`config.mk`:
```
export PLATFORM = sky130hd
export DESIGN_NAME = tagged_frame_receiver
export DESIGN_NICKNAME = d
export VERILOG_FILES = /design/src/tfr_pkg.sv /design/src/tfr_front.sv /design/src/tfr_queue.sv /design/src/tfr_back.sv /design/src/tagged_frame_receiver.sv
export SDC_FILE = /design/constraint.sdc
export NUM_CORES = 1
export LEC_CHECK = 0
export BUFFER_PORTS_ARGS = -buffer_cell sky130_fd_sc_hd__buf_2
export CORE_ASPECT_RATIO = 0.5
export CORE_MARGIN = 2
export CORE_UTILIZATION = 50
export DETAILED_ROUTE_END_ITERATION = 8
export GPL_TIMING_DRIVEN = 0
export PLACE_DENSITY = 0.8
export SKIP_CTS_REPAIR_TIMING = 1
export SLEW_MARGIN = 0
export SYNTH_ARGS = -nofsm -noshare
export SYNTH_HDL_FRONTEND = slang
export SYNTH_SLANG_ARGS = --single-unit
```
`constraint.sdc`:
```
create_clock -name clk -period 2.7 [get_ports clk]
set_input_delay 0.54 -clock clk [delete_from_list [all_inputs] [get_ports clk]]
set_output_delay 0.54 -clock clk [all_outputs]
set_load 0.02 [all_outputs]
```
`src/tfr_pkg.sv`:
```
package tfr_pkg;

	localparam logic [7:0] HEADER_BYTE  = 8'hD8;
	localparam logic [7:0] TAIL_BYTE    = 8'hEE;
	localparam logic [7:0] TAG_LEFT     = 8'hB0;
	localparam logic [7:0] TAG_RIGHT    = 8'hB1;
	localparam logic [7:0] TAG_POSITION = 8'hB2;

	localparam logic [1:0] ST_OK         = 2'd0;
	localparam logic [1:0] ST_TAIL_ERR   = 2'd1;
	localparam logic [1:0] ST_HEADER_ERR = 2'd2;

	localparam int QUEUE_DEPTH = 4;
	localparam int QPTR_W      = $clog2(QUEUE_DEPTH);

	typedef enum logic [3:0] {
		KIND_SKIP,
		KIND_HDR_ERR,
		KIND_TAG_L,
		KIND_L_HI,
		KIND_L_LO,
		KIND_TAG_R,
		KIND_R_HI,
		KIND_R_LO,
		KIND_TAG_P,
		KIND_P_HI,
		KIND_P_LO,
		KIND_TAIL
	} byte_kind_t;

	typedef struct packed {
		byte_kind_t  kind;
		logic [7:0]  data;
	} entry_t;

endpackage

```
`src/tfr_front.sv`:
```
module tfr_front
	import tfr_pkg::*;
#(
	parameter int FRAME_LENGTH = 11
) (
	input  logic       clk,
	input  logic       arst_n,
	input  logic       in_valid,
	output logic       in_stall,
	input  logic [7:0] rx_byte,
	input  logic       q_full,
	output logic       q_push,
	output entry_t     q_entry
);

	localparam int PosW = $clog2(FRAME_LENGTH);

	logic [PosW-1:0] pos_q;
	logic [PosW-1:0] pos_next;
	byte_kind_t      kind;

	assign in_stall = q_full;
	assign q_push   = in_valid && !q_full;

	always_comb begin
		kind     = KIND_SKIP;
		pos_next = pos_q + PosW'(1);
		if (pos_q == PosW'(FRAME_LENGTH - 1)) begin
			kind     = KIND_TAIL;
			pos_next = '0;
		end else begin
			unique case (pos_q)
				PosW'(0): begin
					if (rx_byte != HEADER_BYTE) begin
						kind     = KIND_HDR_ERR;
						pos_next = '0;
					end
				end
				PosW'(1): kind = KIND_TAG_L;
				PosW'(2): kind = KIND_L_HI;
				PosW'(3): kind = KIND_L_LO;
				PosW'(4): kind = KIND_TAG_R;
				PosW'(5): kind = KIND_R_HI;
				PosW'(6): kind = KIND_R_LO;
				PosW'(7): kind = KIND_TAG_P;
				PosW'(8): kind = KIND_P_HI;
				PosW'(9): kind = KIND_P_LO;
				default:  kind = KIND_SKIP;
			endcase
		end
	end

	assign q_entry.kind = kind;
	assign q_entry.data = rx_byte;

	always_ff @(posedge clk or negedge arst_n) begin
		if (!arst_n) begin
			pos_q <= '0;
		end else if (q_push) begin
			pos_q <= pos_next;
		end
	end

endmodule

```
`src/tfr_queue.sv`:
```
module tfr_queue
	import tfr_pkg::*;
(
	input  logic   clk,
	input  logic   arst_n,
	input  logic   push,
	input  entry_t push_entry,
	output logic   full,
	output logic   pop_valid,
	output entry_t pop_entry,
	input  logic   pop
);

	entry_t            mem_q [QUEUE_DEPTH];
	logic [QPTR_W-1:0] wr_ptr_q;
	logic [QPTR_W-1:0] rd_ptr_q;
	logic [QPTR_W:0]   count_q;
	logic              do_pop;

	assign full      = count_q == (QPTR_W + 1)'(QUEUE_DEPTH);
	assign pop_valid = count_q != '0;
	assign pop_entry = mem_q[rd_ptr_q];
	assign do_pop    = pop && pop_valid;

	always_ff @(posedge clk) begin
		if (push) begin
			mem_q[wr_ptr_q] <= push_entry;
		end
	end

	always_ff @(posedge clk or negedge arst_n) begin
		if (!arst_n) begin
			wr_ptr_q <= '0;
			rd_ptr_q <= '0;
			count_q  <= '0;
		end else begin
			if (push) begin
				wr_ptr_q <= wr_ptr_q + QPTR_W'(1);
			end
			if (do_pop) begin
				rd_ptr_q <= rd_ptr_q + QPTR_W'(1);
			end
			if (push && !do_pop) begin
				count_q <= count_q + (QPTR_W + 1)'(1);
			end else if (do_pop && !push) begin
				count_q <= count_q - (QPTR_W + 1)'(1);
			end
		end
	end

endmodule

```
`src/tfr_back.sv`:
```
module tfr_back
	import tfr_pkg::*;
(
	input  logic               clk,
	input  logic               arst_n,
	input  logic               q_valid,
	input  entry_t             q_entry,
	output logic               q_pop,
	output logic               out_valid,
	input  logic               out_stall,
	output logic [1:0]         frame_status,
	output logic signed [15:0] left_count,
	output logic signed [15:0] right_count,
	output logic signed [15:0] steer_position,
	output logic               left_fresh,
	output logic               right_fresh,
	output logic               position_fresh
);

	logic [7:0]  tag_l_q, tag_r_q, tag_p_q;
	logic [7:0]  l_hi_q, r_hi_q, p_hi_q;
	logic [7:0]  l_lo_q, r_lo_q, p_lo_q;
	logic [15:0] held_left_q, held_right_q, held_position_q;

	logic        out_valid_q;
	logic [1:0]  status_q;
	logic        left_fresh_q, right_fresh_q, position_fresh_q;

	logic        emits;
	logic        out_free;
	logic        tail_ok;
	logic        lf, rf, pf;
	logic [15:0] left_next, right_next, position_next;

	assign emits    = (q_entry.kind == KIND_TAIL) || (q_entry.kind == KIND_HDR_ERR);
	assign out_free = !out_valid_q || !out_stall;
	assign q_pop    = q_valid && (!emits || out_free);

	assign tail_ok = q_entry.data == TAIL_BYTE;
	assign lf      = tail_ok && (tag_l_q == TAG_LEFT);
	assign rf      = tail_ok && (tag_r_q == TAG_RIGHT);
	assign pf      = tail_ok && (tag_p_q == TAG_POSITION);

	assign left_next     = lf ? {l_hi_q, l_lo_q} : held_left_q;
	assign right_next    = rf ? {r_hi_q, r_lo_q} : held_right_q;
	assign position_next = pf ? {p_hi_q, p_lo_q} : held_position_q;

	always_ff @(posedge clk) begin
		if (q_pop) begin
			case (q_entry.kind)
				KIND_TAG_L: tag_l_q <= q_entry.data;
				KIND_L_HI:  l_hi_q  <= q_entry.data;
				KIND_L_LO:  l_lo_q  <= q_entry.data;
				KIND_TAG_R: tag_r_q <= q_entry.data;
				KIND_R_HI:  r_hi_q  <= q_entry.data;
				KIND_R_LO:  r_lo_q  <= q_entry.data;
				KIND_TAG_P: tag_p_q <= q_entry.data;
				KIND_P_HI:  p_hi_q  <= q_entry.data;
				KIND_P_LO:  p_lo_q  <= q_entry.data;
				default: ;
			endcase
		end
		if (q_pop && emits) begin
			if (q_entry.kind == KIND_TAIL) begin
				status_q         <= tail_ok ? ST_OK : ST_TAIL_ERR;
				left_fresh_q     <= lf;
				right_fresh_q    <= rf;
				position_fresh_q <= pf;
			end else begin
				status_q         <= ST_HEADER_ERR;
				left_fresh_q     <= 1'b0;
				right_fresh_q    <= 1'b0;
				position_fresh_q <= 1'b0;
			end
		end
	end

	always_ff @(posedge clk or negedge arst_n) begin
		if (!arst_n) begin
			out_valid_q     <= 1'b0;
			held_left_q     <= '0;
			held_right_q    <= '0;
			held_position_q <= '0;
		end else begin
			if (q_pop && emits) begin
				out_valid_q <= 1'b1;
			end else if (!out_stall) begin
				out_valid_q <= 1'b0;
			end
			if (q_pop && (q_entry.kind == KIND_TAIL)) begin
				held_left_q     <= left_next;
				held_right_q    <= right_next;
				held_position_q <= position_next;
			end
		end
	end

	assign out_valid      = out_valid_q;
	assign frame_status   = status_q;
	assign left_count     = $signed(held_left_q);
	assign right_count    = $signed(held_right_q);
	assign steer_position = $signed(held_position_q);
	assign left_fresh     = left_fresh_q;
	assign right_fresh    = right_fresh_q;
	assign position_fresh = position_fresh_q;

endmodule

```
`src/tagged_frame_receiver.sv`:
```
// The byte that completes or rejects a frame passes through the queue to the frame
// decode, which registers the result. Throughput: one byte per cycle while in_stall
// is low; a four-entry queue between byte classification and frame decode lets the
// input flow while a result waits on out_stall, until the queue fills. Results hold
// the latest decoded values; the fresh flags mark this frame's updates. Reset (arst_n
// low, asynchronous): frame position, queue, held values and output valid clear to zero.
module tagged_frame_receiver
	import tfr_pkg::*;
#(
	parameter int FRAME_LENGTH = 11
) (
	input  logic               clk,
	input  logic               arst_n,
	input  logic               in_valid,
	output logic               in_stall,
	input  logic [7:0]         rx_byte,
	output logic               out_valid,
	input  logic               out_stall,
	output logic [1:0]         frame_status,
	output logic signed [15:0] left_count,
	output logic signed [15:0] right_count,
	output logic signed [15:0] steer_position,
	output logic               left_fresh,
	output logic               right_fresh,
	output logic               position_fresh
);

	logic   q_full;
	logic   q_push;
	entry_t push_entry;
	logic   q_valid;
	entry_t pop_entry;
	logic   q_pop;

	tfr_front #(
		.FRAME_LENGTH (FRAME_LENGTH)
	) u_front (
		.clk      (clk),
		.arst_n   (arst_n),
		.in_valid (in_valid),
		.in_stall (in_stall),
		.rx_byte  (rx_byte),
		.q_full   (q_full),
		.q_push   (q_push),
		.q_entry  (push_entry)
	);

	tfr_queue u_queue (
		.clk        (clk),
		.arst_n     (arst_n),
		.push       (q_push),
		.push_entry (push_entry),
		.full       (q_full),
		.pop_valid  (q_valid),
		.pop_entry  (pop_entry),
		.pop        (q_pop)
	);

	tfr_back u_back (
		.clk            (clk),
		.arst_n         (arst_n),
		.q_valid        (q_valid),
		.q_entry        (pop_entry),
		.q_pop          (q_pop),
		.out_valid      (out_valid),
		.out_stall      (out_stall),
		.frame_status   (frame_status),
		.left_count     (left_count),
		.right_count    (right_count),
		.steer_position (steer_position),
		.left_fresh     (left_fresh),
		.right_fresh    (right_fresh),
		.position_fresh (position_fresh)
	);

endmodule

```
* Word level (Yosys, flattened, before mapping) *
Memory sizes are Yosys's and may differ from the RTL's.
Cells that the tools add are included.

operators by class
  $add $sub $neg = 5
  equal/unequal tests = 28
  muxes and demuxes = 13
  reductions and logical operators = 34

operator list
  operator                                               count
  case mux 4 bit (10 select lines)                       1
  equality test 4 x 3 -> 1 bit, second input constant    8
  equality test 8 bit, second input constant             4
  equality test 4 bit, second input constant             7
  AND reduction 2 bit                                    12
  equality test 4 x 2 -> 1 bit, second input constant    4
  two-way mux 4 bit                                      4
  logical AND 1 bit                                      10
  equality test 4 x 1 -> 1 bit, second input constant    2
  inequality test 8 bit, second input constant           1
  logical NOT 1 bit                                      6
  two-way mux 1 bit                                      6
  two-way mux 3 bit                                      2
  adder 2 x 1 -> 2 bit, second input constant            2
  adder 4 x 1 -> 4 bit, second input constant            1
  logical NOT 4 bit                                      1
  adder 3 x 1 -> 3 bit, second input constant            1
  equality test 3 bit, second input constant             1
  logical OR 1 bit                                       3
  nonzero test 3 bit                                     1
  subtractor 3 x 1 -> 3 bit, second input constant       1
  inequality test 2 x 1 -> 1 bit, second input constant  1
  nonzero test 2 bit                                     1

word-level totals
  flip-flop bits (word level) = 137
  bits in writable memories = 48
  bits of input ports = 12
  output and inout port bits = 55
  logic and storage cells = 102
  memories kept = 1

memories
  name           depth  width  read ports  clocked after Yosys merged registers in  wr ports  line             RTL
  u_queue.mem_q  4      12     1           0                                        1         tfr_queue.sv:14  entry_t mem_q [QUEUE_DEPTH];

* Logic depth before layout (Yosys ltp) *
Gate-level depths: netlist of run 1.
An unclocked memory read counts as a cell.

  depth after elaboration = 10
  mapped depth = 11
  gate-level depth less buffers = 10

* By module *
Synthesis of run 1 repeated with hierarchy kept, for this count alone.

unflattened totals
  cells, all modules = 371
  area total of the unflattened synthesis = 7181.9 um^2

modules (own cells, without submodules)
  module     instances  cells an instance  area an instance (um^2)  sequential area each (um^2)
  tfr_back   1          222                4564.4                   3538.4
  tfr_queue  1          97                 2160.8                   1616.6
  tfr_front  1          52                 456.7                    100.1

* Least setup slack after synthesis of run 1 *
OpenSTA, ideal clock, no wires.

  path kind = reg2reg
  start = register u_queue.rd_ptr_q[0]
  end = register u_back.tag_l_q[0] (enable)
  setup time = 0.395 ns
  arrival = 2.590 ns
  path slack = -0.284 ns
  cell stages (with the launch flop) = 7
  buffers on the path = 1
  cell sequence = dfrtp_1 -> buf_6 -> mux4_2 -> xnor2_1 -> a41oi_4 -> inv_1 -> nor4_1

between the ends
  longest elaborated chain between the ends = 7
  elaborated cells between the ends (all ways) = 9
  those cells by class = eq/ne: 3; reduce/logical: 5; memory: 1

RTL lines
  what                                                                        line             RTL
  from (decl)                                                                 tfr_queue.sv:16  logic [QPTR_W-1:0] rd_ptr_q;
  from (signal assigned)                                                      tfr_queue.sv:41  rd_ptr_q <= rd_ptr_q + QPTR_W'(1);
  memory (4 x 12 bit) (*)                                                     --
  equality test 4 bit / equality test 4 x 1 -> 1 bit (equally long branches)  tfr_back.sv:35   assign emits = (q_entry.kind == KIND_TAIL) || (q_entry.kind == KIND_HDR_ERR);
  logical OR 1 bit                                                            tfr_back.sv:35
  logical NOT 1 bit                                                           tfr_back.sv:37   assign q_pop = q_valid && (!emits || out_free);
  logical OR 1 bit                                                            tfr_back.sv:37
  logical AND 1 bit                                                           tfr_back.sv:37
  AND reduction 2 bit (no source line) (*)                                    --
  to (signal assigned)                                                        tfr_back.sv:51   KIND_TAG_L: tag_l_q <= q_entry.data;
  to (decl)                                                                   tfr_back.sv:20   logic [7:0] tag_l_q, tag_r_q, tag_p_q;

Every way passes the cells marked *; elsewhere a longest branch is shown, timed or not.
A chain may end at the register's enable or synchronous reset.

* Final worst setup path of run 1 *
  start = register u_queue.rd_ptr_q[0]
  end = register u_back.p_hi_q[5] (enable)

between the ends
  longest elaborated chain between the ends = 7
  elaborated cells between the ends (all ways) = 9
  those cells by class = eq/ne: 3; reduce/logical: 5; memory: 1

RTL lines
  what                                                                        line            RTL
  memory (4 x 12 bit) (*)                                                     --
  equality test 4 bit / equality test 4 x 1 -> 1 bit (equally long branches)  tfr_back.sv:35
  logical OR 1 bit                                                            tfr_back.sv:35
  logical NOT 1 bit                                                           tfr_back.sv:37
  logical OR 1 bit                                                            tfr_back.sv:37
  logical AND 1 bit                                                           tfr_back.sv:37
  AND reduction 2 bit (no source line) (*)                                    --
  to (signal assigned)                                                        tfr_back.sv:58  KIND_P_HI: p_hi_q <= q_entry.data;
  to (decl)                                                                   tfr_back.sv:21  logic [7:0] l_hi_q, r_hi_q, p_hi_q;

Marked as above.

==> metrics.txt, run 1 <==
status finished clean; Overflow after GRT 0; vias in the first global route 3482; final wirelength 13460 um; Async SR Flop Fraction 32.43%; Comb power frac 26.3%; worst-path cell chain buf_6, mux4_2, nor2b_2, a41oi_4, buf_4, nand3b_1, nor2_2; RSZ-0062 raised after global routing true; period utilization 99.58%; crit path DAT 2.75 ns; max-cap viol count 0; clock-pin slew on the worst setup and hold paths 0.07 ns; total track usage 17.49%; Die Footprint 15120 um^2; Worst Hold Class in2async; initial core utilization 51.59%; Via density 5.230; row cnt 30; Netlist Area Pre-Place 7049 um^2; first-pass GRT wire length 18910 um; drt wl/cell 19.89 um; GRT met3 Usage 5.558%; 1st-iter DRT viols 189; P_leak 3.680 nW; Syn-to-layout area delta 21.53%; normalized max-slew margin 37.50%; switching share of total power 30.76%; pin count of the biggest net entering global routing 61; input/output buffers 66; clk buf depth 2; Max stage delay on crit path 0.58 ns; fillers 907; DRT Pass-1 Iters 5; Final Hold Vio Count 0; Crit Path Class reg2reg; busiest grt layer met2; post-synthesis compound-gate area fraction 1.651%; kind of start point of the critical path flip-flop; sequential cell area fraction in the yosys report 74.55%; met2 track demand over resource 28.55%; Max Slew Vio Count 0; mux cell area share after synthesis 13.26%; Worst Skew 0.01331 ns; Pint 6.086 mW; vias post-DR 3541; # IOs 67; Die Height 87.96 um; worst-margin pin slew 0.9340 ns; min Tclk post-route 2.689 ns; Warnings, synthesis 0; Syn Area/Cell 19.80 um^2; Skew-Pair Late Insertion Delay 0.42 ns; antenna cells 0; setup_tns 0 ns; Slowest-stage cell, CP mux4_2; Top FF cell, synth edfxtp_1; htree depth 4; Setup violations, final 0; Max Fclk 0.3719 GHz; critical path endpoint category flip-flop; PwrDens 1026 nW/um^2; Antenna Nets Post-Route 0; Setup WS post-layout 0.01131 ns; Simple-Gate Fraction of Synth Area 6.390%; #FFs+latches synth 185; Final GP Congestion 0.7708; CTS tree done; post-DP HPWL 7738 um; core area 13660 um^2; CTS Root Cell clkbuf_16; CTS sink count 185; Post-synth EDFFs 125; synth unique cells 42; GR Layer Usage met1 21.88%; sw power 2.703 mW; die width 171.9 um; total CTS buffers 17; Peak VDD IR 0.6126 mV; xor and xnor area share after synthesis 0.8697%; Post-Synthesis Cells 356; Synthesized Nets 378; power share of the clock group 26.4%; Critical Path Fanout Max 8; register share of total power 47.2%; Seq. cell area 5255 um^2; adder-cell share of the synthesized area 1.881%; layout cells sized above 1 44.33%; largest family of logic cells by synthesized area multiplexers; initial antenna violation count 0; Final Net Count 494; Critical Path RT 2.76 ns; pre-CTS WS -0.3654 ns; multi-input logic area 1752 um^2; Residual DRC 0
-- synth_stat cells (2+ instances only) --
master | instances | area share (%)
mux2_4 | 30 | 6.4
buf_6 | 5 | 0.80
nand2_1 | 7 | 0.37
clkbuf_1 | 2 | 0.11
nand3_1 | 2 | 0.14
mux2_2 | 19 | 3.0
a21oi_1 | 3 | 0.21
nor4_1 | 2 | 0.18
and3_1 | 7 | 0.62
inv_1 | 8 | 0.43
and4b_1 | 3 | 0.43
nor4b_1 | 2 | 0.25
a21o_1 | 3 | 0.32
mux4_2 | 12 | 3.8
nand4_4 | 3 | 0.91
xnor2_1 | 4 | 0.50
xor2_1 | 3 | 0.37
edfxtp_1 | 125 | 53
ha_1 | 9 | 1.6
nand4b_4 | 2 | 0.67
nand2b_1 | 3 | 0.27
o21ai_0 | 4 | 0.28
nor3_1 | 3 | 0.21
nor2_1 | 15 | 0.80
and2_1 | 4 | 0.35
dfrtp_1 | 60 | 21
-- layer usage --
metal | up-vias | routed length, um
li1 | 1601 | -
met1 | 1832 | 5638
met2 | 86 | 6775
met3 | 22 | 691
met4 | 0 | 357
met5 | - | 0
-- power groups by stage --
stage	clock network (mW)	registers, mW	logic [mW]
2_1_floorplan	0	4.17	1.35
3_3_place_gp	0	4.16	1.88
3_5_place_dp	0	4.19	1.93
4_1_cts	2.35	4.15	1.95
5_1_grt	2.45	4.20	2.51
6_report	2.32	4.15	2.32
-- cells by family (layout without fill, tap and decap cells) --
kind of cell             count (synthesis)  in the layout
multiplexers                            61             61
adder cells (fa/ha/maj)                 10             10
buffers and inverters                   16            145
AO/OA/AOI/OAI                           15             15
AND/OR/NAND/NOR                         62             62
flip-flops                             185            185
XOR/XNOR                                 7              7
-- registers in the layout, indices dropped and copies added, names as in the netlist, 2 cells and up --
register / count
u_back.r_lo_q: 8
u_back.tag_r_q: 8
u_queue.mem_q: 48
u_back.tag_p_q: 8
u_queue.wr_ptr_q: 2
u_back.right_count: 16
u_back.frame_status: 2
u_back.left_count: 16
u_front.pos_q: 4
u_back.steer_position: 16
u_queue.count_q: 3
u_queue.rd_ptr_q: 2
u_back.r_hi_q: 8
u_back.p_lo_q: 8
u_back.l_hi_q: 8
u_back.l_lo_q: 8
u_back.tag_l_q: 8
u_back.p_hi_q: 8
-- critical path, delay by kind of cell, from the launching register on --
kind | cells | cell delay [ns]
flip-flops | 1 | 0.34
AO/OA/AOI/OAI | 1 | 0.22
buffers and inverters | 2 | 0.31
multiplexers | 1 | 0.58
AND/OR/NAND/NOR | 3 | 0.87
-- path summary, 6_finish.rpt --
path	from	endpoint	slack (ns)	cells past startpoint
hold / removal	arst_n	u_front.pos_q[3]$_DFFE_PN0P_	0.17	1
setup reg to reg	u_queue.rd_ptr_q[0]$_DFFE_PN0P_	u_back.p_hi_q[5]$_DFFE_PP_	0.01	7
hold reg to reg	u_back.r_lo_q[2]$_DFFE_PP_	u_back.right_count[2]$_DFFE_PN0P_	0.47	1
setup / recovery	u_queue.rd_ptr_q[0]$_DFFE_PN0P_	u_back.p_hi_q[5]$_DFFE_PP_	0.01	7
min in group clk	rx_byte[4]	u_queue.mem_q[2][4]$_DFFE_PP_	0.34	1
max in group asynchronous	arst_n	u_back.steer_position[14]$_DFFE_PN0P_	1.96	1
-- layout by cell type, fill, tap and decap left out, types with 2 or more instances in the layout --
| master | instances |
|---|---|
| inv_6 | 3 |
| edfxtp_1 | 125 |
| mux2_4 | 30 |
| and4b_1 | 3 |
| nor4b_1 | 2 |
| a21oi_1 | 3 |
| mux2_2 | 19 |
| and3_1 | 7 |
| dfrtp_1 | 60 |
| clkinv_4 | 2 |
| inv_1 | 6 |
| nand2b_1 | 3 |
| nand2_1 | 7 |
| buf_2 | 65 |
| and2_1 | 4 |
| nor2_1 | 12 |
| nand4_4 | 3 |
| clkbuf_1 | 2 |
| inv_2 | 2 |
| mux4_2 | 12 |
| a21o_1 | 3 |
| o21ai_0 | 4 |
| nand3_1 | 2 |
| nor2_2 | 3 |
| xnor2_1 | 3 |
| clkbuf_16 | 20 |
| clkinvlp_4 | 4 |
| buf_12 | 5 |
| nor3_1 | 3 |
| clkinv_2 | 4 |
| xor2_1 | 3 |
| buf_4 | 29 |
| nand4b_4 | 3 |
| ha_1 | 8 |
-- cell type report --
type | instances | share of cell area, %
Sequential cell | 185 | 61.34
Multi-Input combinational cell | 155 | 20.45
Timing Repair Buffer | 97 | 7.361
Clock buffer | 17 | 4.966
Tap cell | 192 | 2.804
Clock inverter | 15 | 1.490
Buffer | 8 | 1.241
Inverter | 8 | 0.3505
-- per-stage QoR --
| stage | cell area, um^2 | utilization, % | hold WS, ns | cells | power, mW |
|---|---|---|---|---|---|
| after floorplan | 7063 | - | 0.2444 | 356 | 5.521 |
| after global placement | 7634 | 55.87 | 0.4586 | 614 | 6.036 |
| after detailed placement | 7634 | 55.87 | 0.4641 | 614 | 6.124 |
| after CTS | 8187 | 59.92 | 0.3320 | 646 | 8.443 |
| after global routing | 8567 | 62.70 | 0.2634 | 677 | 9.158 |
| final | 8567 | 62.70 | 0.1746 | 677 | 8.789 |
No activity file was read; power rests on OpenSTA's default activity.
==> run 2: changes to the inputs <==
--- a/config.mk
+++ b/config.mk
@@ -9,6 +9,7 @@
 export CORE_ASPECT_RATIO = 0.5
 export CORE_MARGIN = 2
 export CORE_UTILIZATION = 50
+export CTS_BUF_LIST = sky130_fd_sc_hd__clkbuf_8 sky130_fd_sc_hd__clkbuf_16
 export DETAILED_ROUTE_END_ITERATION = 8
 export GPL_TIMING_DRIVEN = 0
 export PLACE_DENSITY = 0.8
==> constraint.sdc (replaced) <==
create_clock -name clk -period 2.3 [get_ports clk]
set_input_delay 0.46 -clock clk [delete_from_list [all_inputs] [get_ports clk]]
set_output_delay 0.46 -clock clk [all_outputs]
set_load 0.02 [all_outputs]
==> metrics.txt, run 2 (synthesis results as in run 1) <==
status finished with violations (was finished clean); failing checks setup timing; Critical Path RT 2.61 ns (was 2.76 ns); max-cap viol count 0 (unchanged); period utilization 117.9% (was 99.58%); Antenna Nets Post-Route 0 (unchanged); reg2reg path depth 9 (was 7); worst-path cell chain buf_6, mux4_2, xnor2_4, a41oi_4, inv_2, ha_4, inv_2, fa_2, mux2_2 (was buf_6, mux4_2, nor2b_2, a41oi_4, buf_4, nand3b_1, nor2_2); commonest non-fill, non-tap cell in the layout edfxtp_1 (unchanged); first-pass GRT wire length 19420 um (was 18910 um); Residual DRC 0 (unchanged); Overflow after GRT 0 (unchanged); RSZ-0062 raised after global routing true (unchanged); clk buf depth 2 (unchanged); Final GP Congestion 0.7700 (was 0.7708); Worst Skew 0.01344 ns (was 0.01331 ns); sw power 3.405 mW (was 2.703 mW); initial core utilization 51.59% (unchanged); reg2reg start u_queue.rd_ptr_q[0]$_DFFE_PN0P_ (unchanged); 1st-iter DRT viols 241 (was 189); Cell Area, Placed 7679 um^2 (was 7634 um^2); WHS 0.1064 ns (was 0.1746 ns); commonest non-fill, non-tap cells in the layout 125 x edfxtp_1, 65 x buf_2, 60 x dfrtp_1, 30 x mux2_4, 21 x clkbuf_16 (was 125 x edfxtp_1, 65 x buf_2, 60 x dfrtp_1, 30 x mux2_4, 29 x buf_4); register share of total power 45.2% (was 47.2%); antenna cells 0 (unchanged); reg-to-reg critical path endpoint u_queue.count_q[1]$_DFFE_PN0P_ (was u_back.p_hi_q[5]$_DFFE_PP_); PwrDens 1242 nW/um^2 (was 1026 nW/um^2); Crit Path Class reg2reg (unchanged); vias in the first global route 3475 (was 3482); Critical Path Fanout Max 5 (was 8); Placed Cells 614 (unchanged); Worst Hold Class in2async (unchanged); Skew-Pair Late Insertion Delay 0.44 ns (was 0.42 ns); input/output buffers 66 (unchanged); max reg flops 48 (unchanged); total track usage 17.97% (was 17.49%); htree depth 4 (unchanged); initial antenna violation count 0 (unchanged); drt wl/cell 20.53 um (was 19.89 um); kind of start point of the critical path flip-flop (unchanged); register with the most flip-flops u_queue.mem_q (unchanged); Final Hold Vio Count 0 (unchanged); layout cells sized above 1 46.06% (was 44.33%); Final Total Pwr 10.80 mW (was 8.789 mW); Die Height 87.96 um (unchanged); Worst path most repeated cell inv_2; crit path DAT 3.02 ns (was 2.75 ns); DRT Pass-1 Iters 6 (was 5); CTS tree done (unchanged); post-DP HPWL 7730 um (was 7738 um); vias post-DR 3572 (was 3541); r2r setup slk -0.41 ns (was 0.01 ns); Setup crit end u_queue.count_q[1]$_DFFE_PN0P_ (was u_back.p_hi_q[5]$_DFFE_PP_); Final Net Count 491 (was 494); worst-margin pin slew 0.8255 ns (was 0.9340 ns); Setup violations, final 103 (was 0); Die Footprint 15120 um^2 (unchanged); min Tclk post-route 2.712 ns (was 2.689 ns); Via density 5.300 (was 5.230); Comb power frac 27.7% (was 26.3%); CTS sink count 185 (unchanged); critical path endpoint category flip-flop (unchanged); clock-pin slew on the worst setup and hold paths 0.07 ns (about the same); Util after Layout 63.61% (was 62.70%); Slowest-stage cell, CP mux4_2 (unchanged); final wirelength 13840 um (was 13460 um); die width 171.9 um (unchanged); switching share of total power 31.54% (was 30.76%); row cnt 30 (unchanged); CP startpoint u_queue.rd_ptr_q[0]$_DFFE_PN0P_ (unchanged); core area 13660 um^2 (unchanged); Max Fclk 0.3687 GHz (was 0.3719 GHz); total CTS buffers 17 (unchanged); Peak VDD IR 0.8364 mV (was 0.6126 mV); pin count of the biggest net entering global routing 61 (unchanged); P_leak 3.705 nW (was 3.680 nW); final std cells w/o fill 674 (was 677); # IOs 67 (unchanged); power share of the clock group 27.1% (was 26.4%); Setup WS post-layout -0.4123 ns (was 0.01131 ns); Syn-to-layout area delta 23.29% (was 21.53%); normalized max-slew margin 44.97% (was 37.50%); post-route design area 8691 um^2 (was 8567 um^2); Pint 7.390 mW (was 6.086 mW); Max stage delay on crit path 0.61 ns (was 0.58 ns); CTS Root Cell clkbuf_16 (unchanged); Max Slew Vio Count 0 (unchanged)
[run 2: cell count changes in the layout (fill, tap and decap cells not counted), moves of 2 or more]
cell | before | now
nor2_2 | 3 | 0
nor2_1 | 12 | 8
and2_1 | 4 | 1
and2_2 | 0 | 3
buf_6 | 1 | 8
clkinv_2 | 4 | 2
and3_2 | 0 | 2
buf_4 | 29 | 18
and3_1 | 7 | 5
nor2_4 | 0 | 7
clkinv_4 | 2 | 4
[run 2: metrics by stage]
step	setup TNS, ns	setup slack [ns]
detailed placement	-58.08	-1.007
CTS	-61.01	-1.011
floorplan	-15.74	-0.3577
global placement	-52.96	-0.7817
finish	-24.07	-0.4123
global route	-32.73	-0.4987
[run 2: layout make-up]
type	instances	area, um^2
Tap cell	192	240.2
Sequential cell	185	5255
Multi-Input combinational cell	155	1813
Timing Repair Buffer	94	643.1
Clock buffer	18	450.4
Inverter	8	30.03
Buffer	8	110.1
Fill cell	897	4972
Clock inverter	14	148.9
[run 2: layer usage]
layer  share of wire, %  global-route usage, %
met5                  0                      0
met4                2.5                  7.028
met3                4.9                  5.468
met2                 49                  29.03
met1                 44                  23.35
[run 2: power by group through the flow]
| stage | registers, mW | clock network (mW) | logic, mW |
|---|---|---|---|
| detailed placement | 4.93 | 0 | 2.43 |
| finish | 4.88 | 2.92 | 3.00 |
| global placement | 4.89 | 0 | 2.36 |
| global route | 4.92 | 3.10 | 3.18 |
| CTS | 4.87 | 2.94 | 2.47 |
| floorplan | 4.89 | 0 | 1.68 |
[run 2: worst min-delay path by stage]
| stage | from | end | slack [ns] | depth (start not counted) |
|---|---|---|---|---|
| 2_1_floorplan | arst_n | u_back.left_count[0]$_DFFE_PN0P_ | 0.16 | 0 |
| 3_3_place_gp | u_back.l_hi_q[1]$_DFFE_PP_ | u_back.left_count[9]$_DFFE_PN0P_ | 0.46 | 1 |
| 3_5_place_dp | u_back.r_hi_q[4]$_DFFE_PP_ | u_back.right_count[12]$_DFFE_PN0P_ | 0.46 | 1 |
| 4_1_cts | rx_byte[1] | u_queue.mem_q[2][1]$_DFFE_PP_ | 0.24 | 1 |
| 5_1_grt | arst_n | u_back.out_valid$_DFFE_PN0P_ | 0.16 | 1 |
| 6_report | arst_n | u_back.out_valid$_DFFE_PN0P_ | 0.11 | 1 |
[run 2: worst max-delay path: cells and delay by family (launching register included)]
kind | cells | cell delay, ns
compound gates | 1 | 0.24
mux | 2 | 0.88
fa+ha+maj | 2 | 0.61
buf+inv | 3 | 0.33
flops | 1 | 0.34
xor+xnor | 1 | 0.19
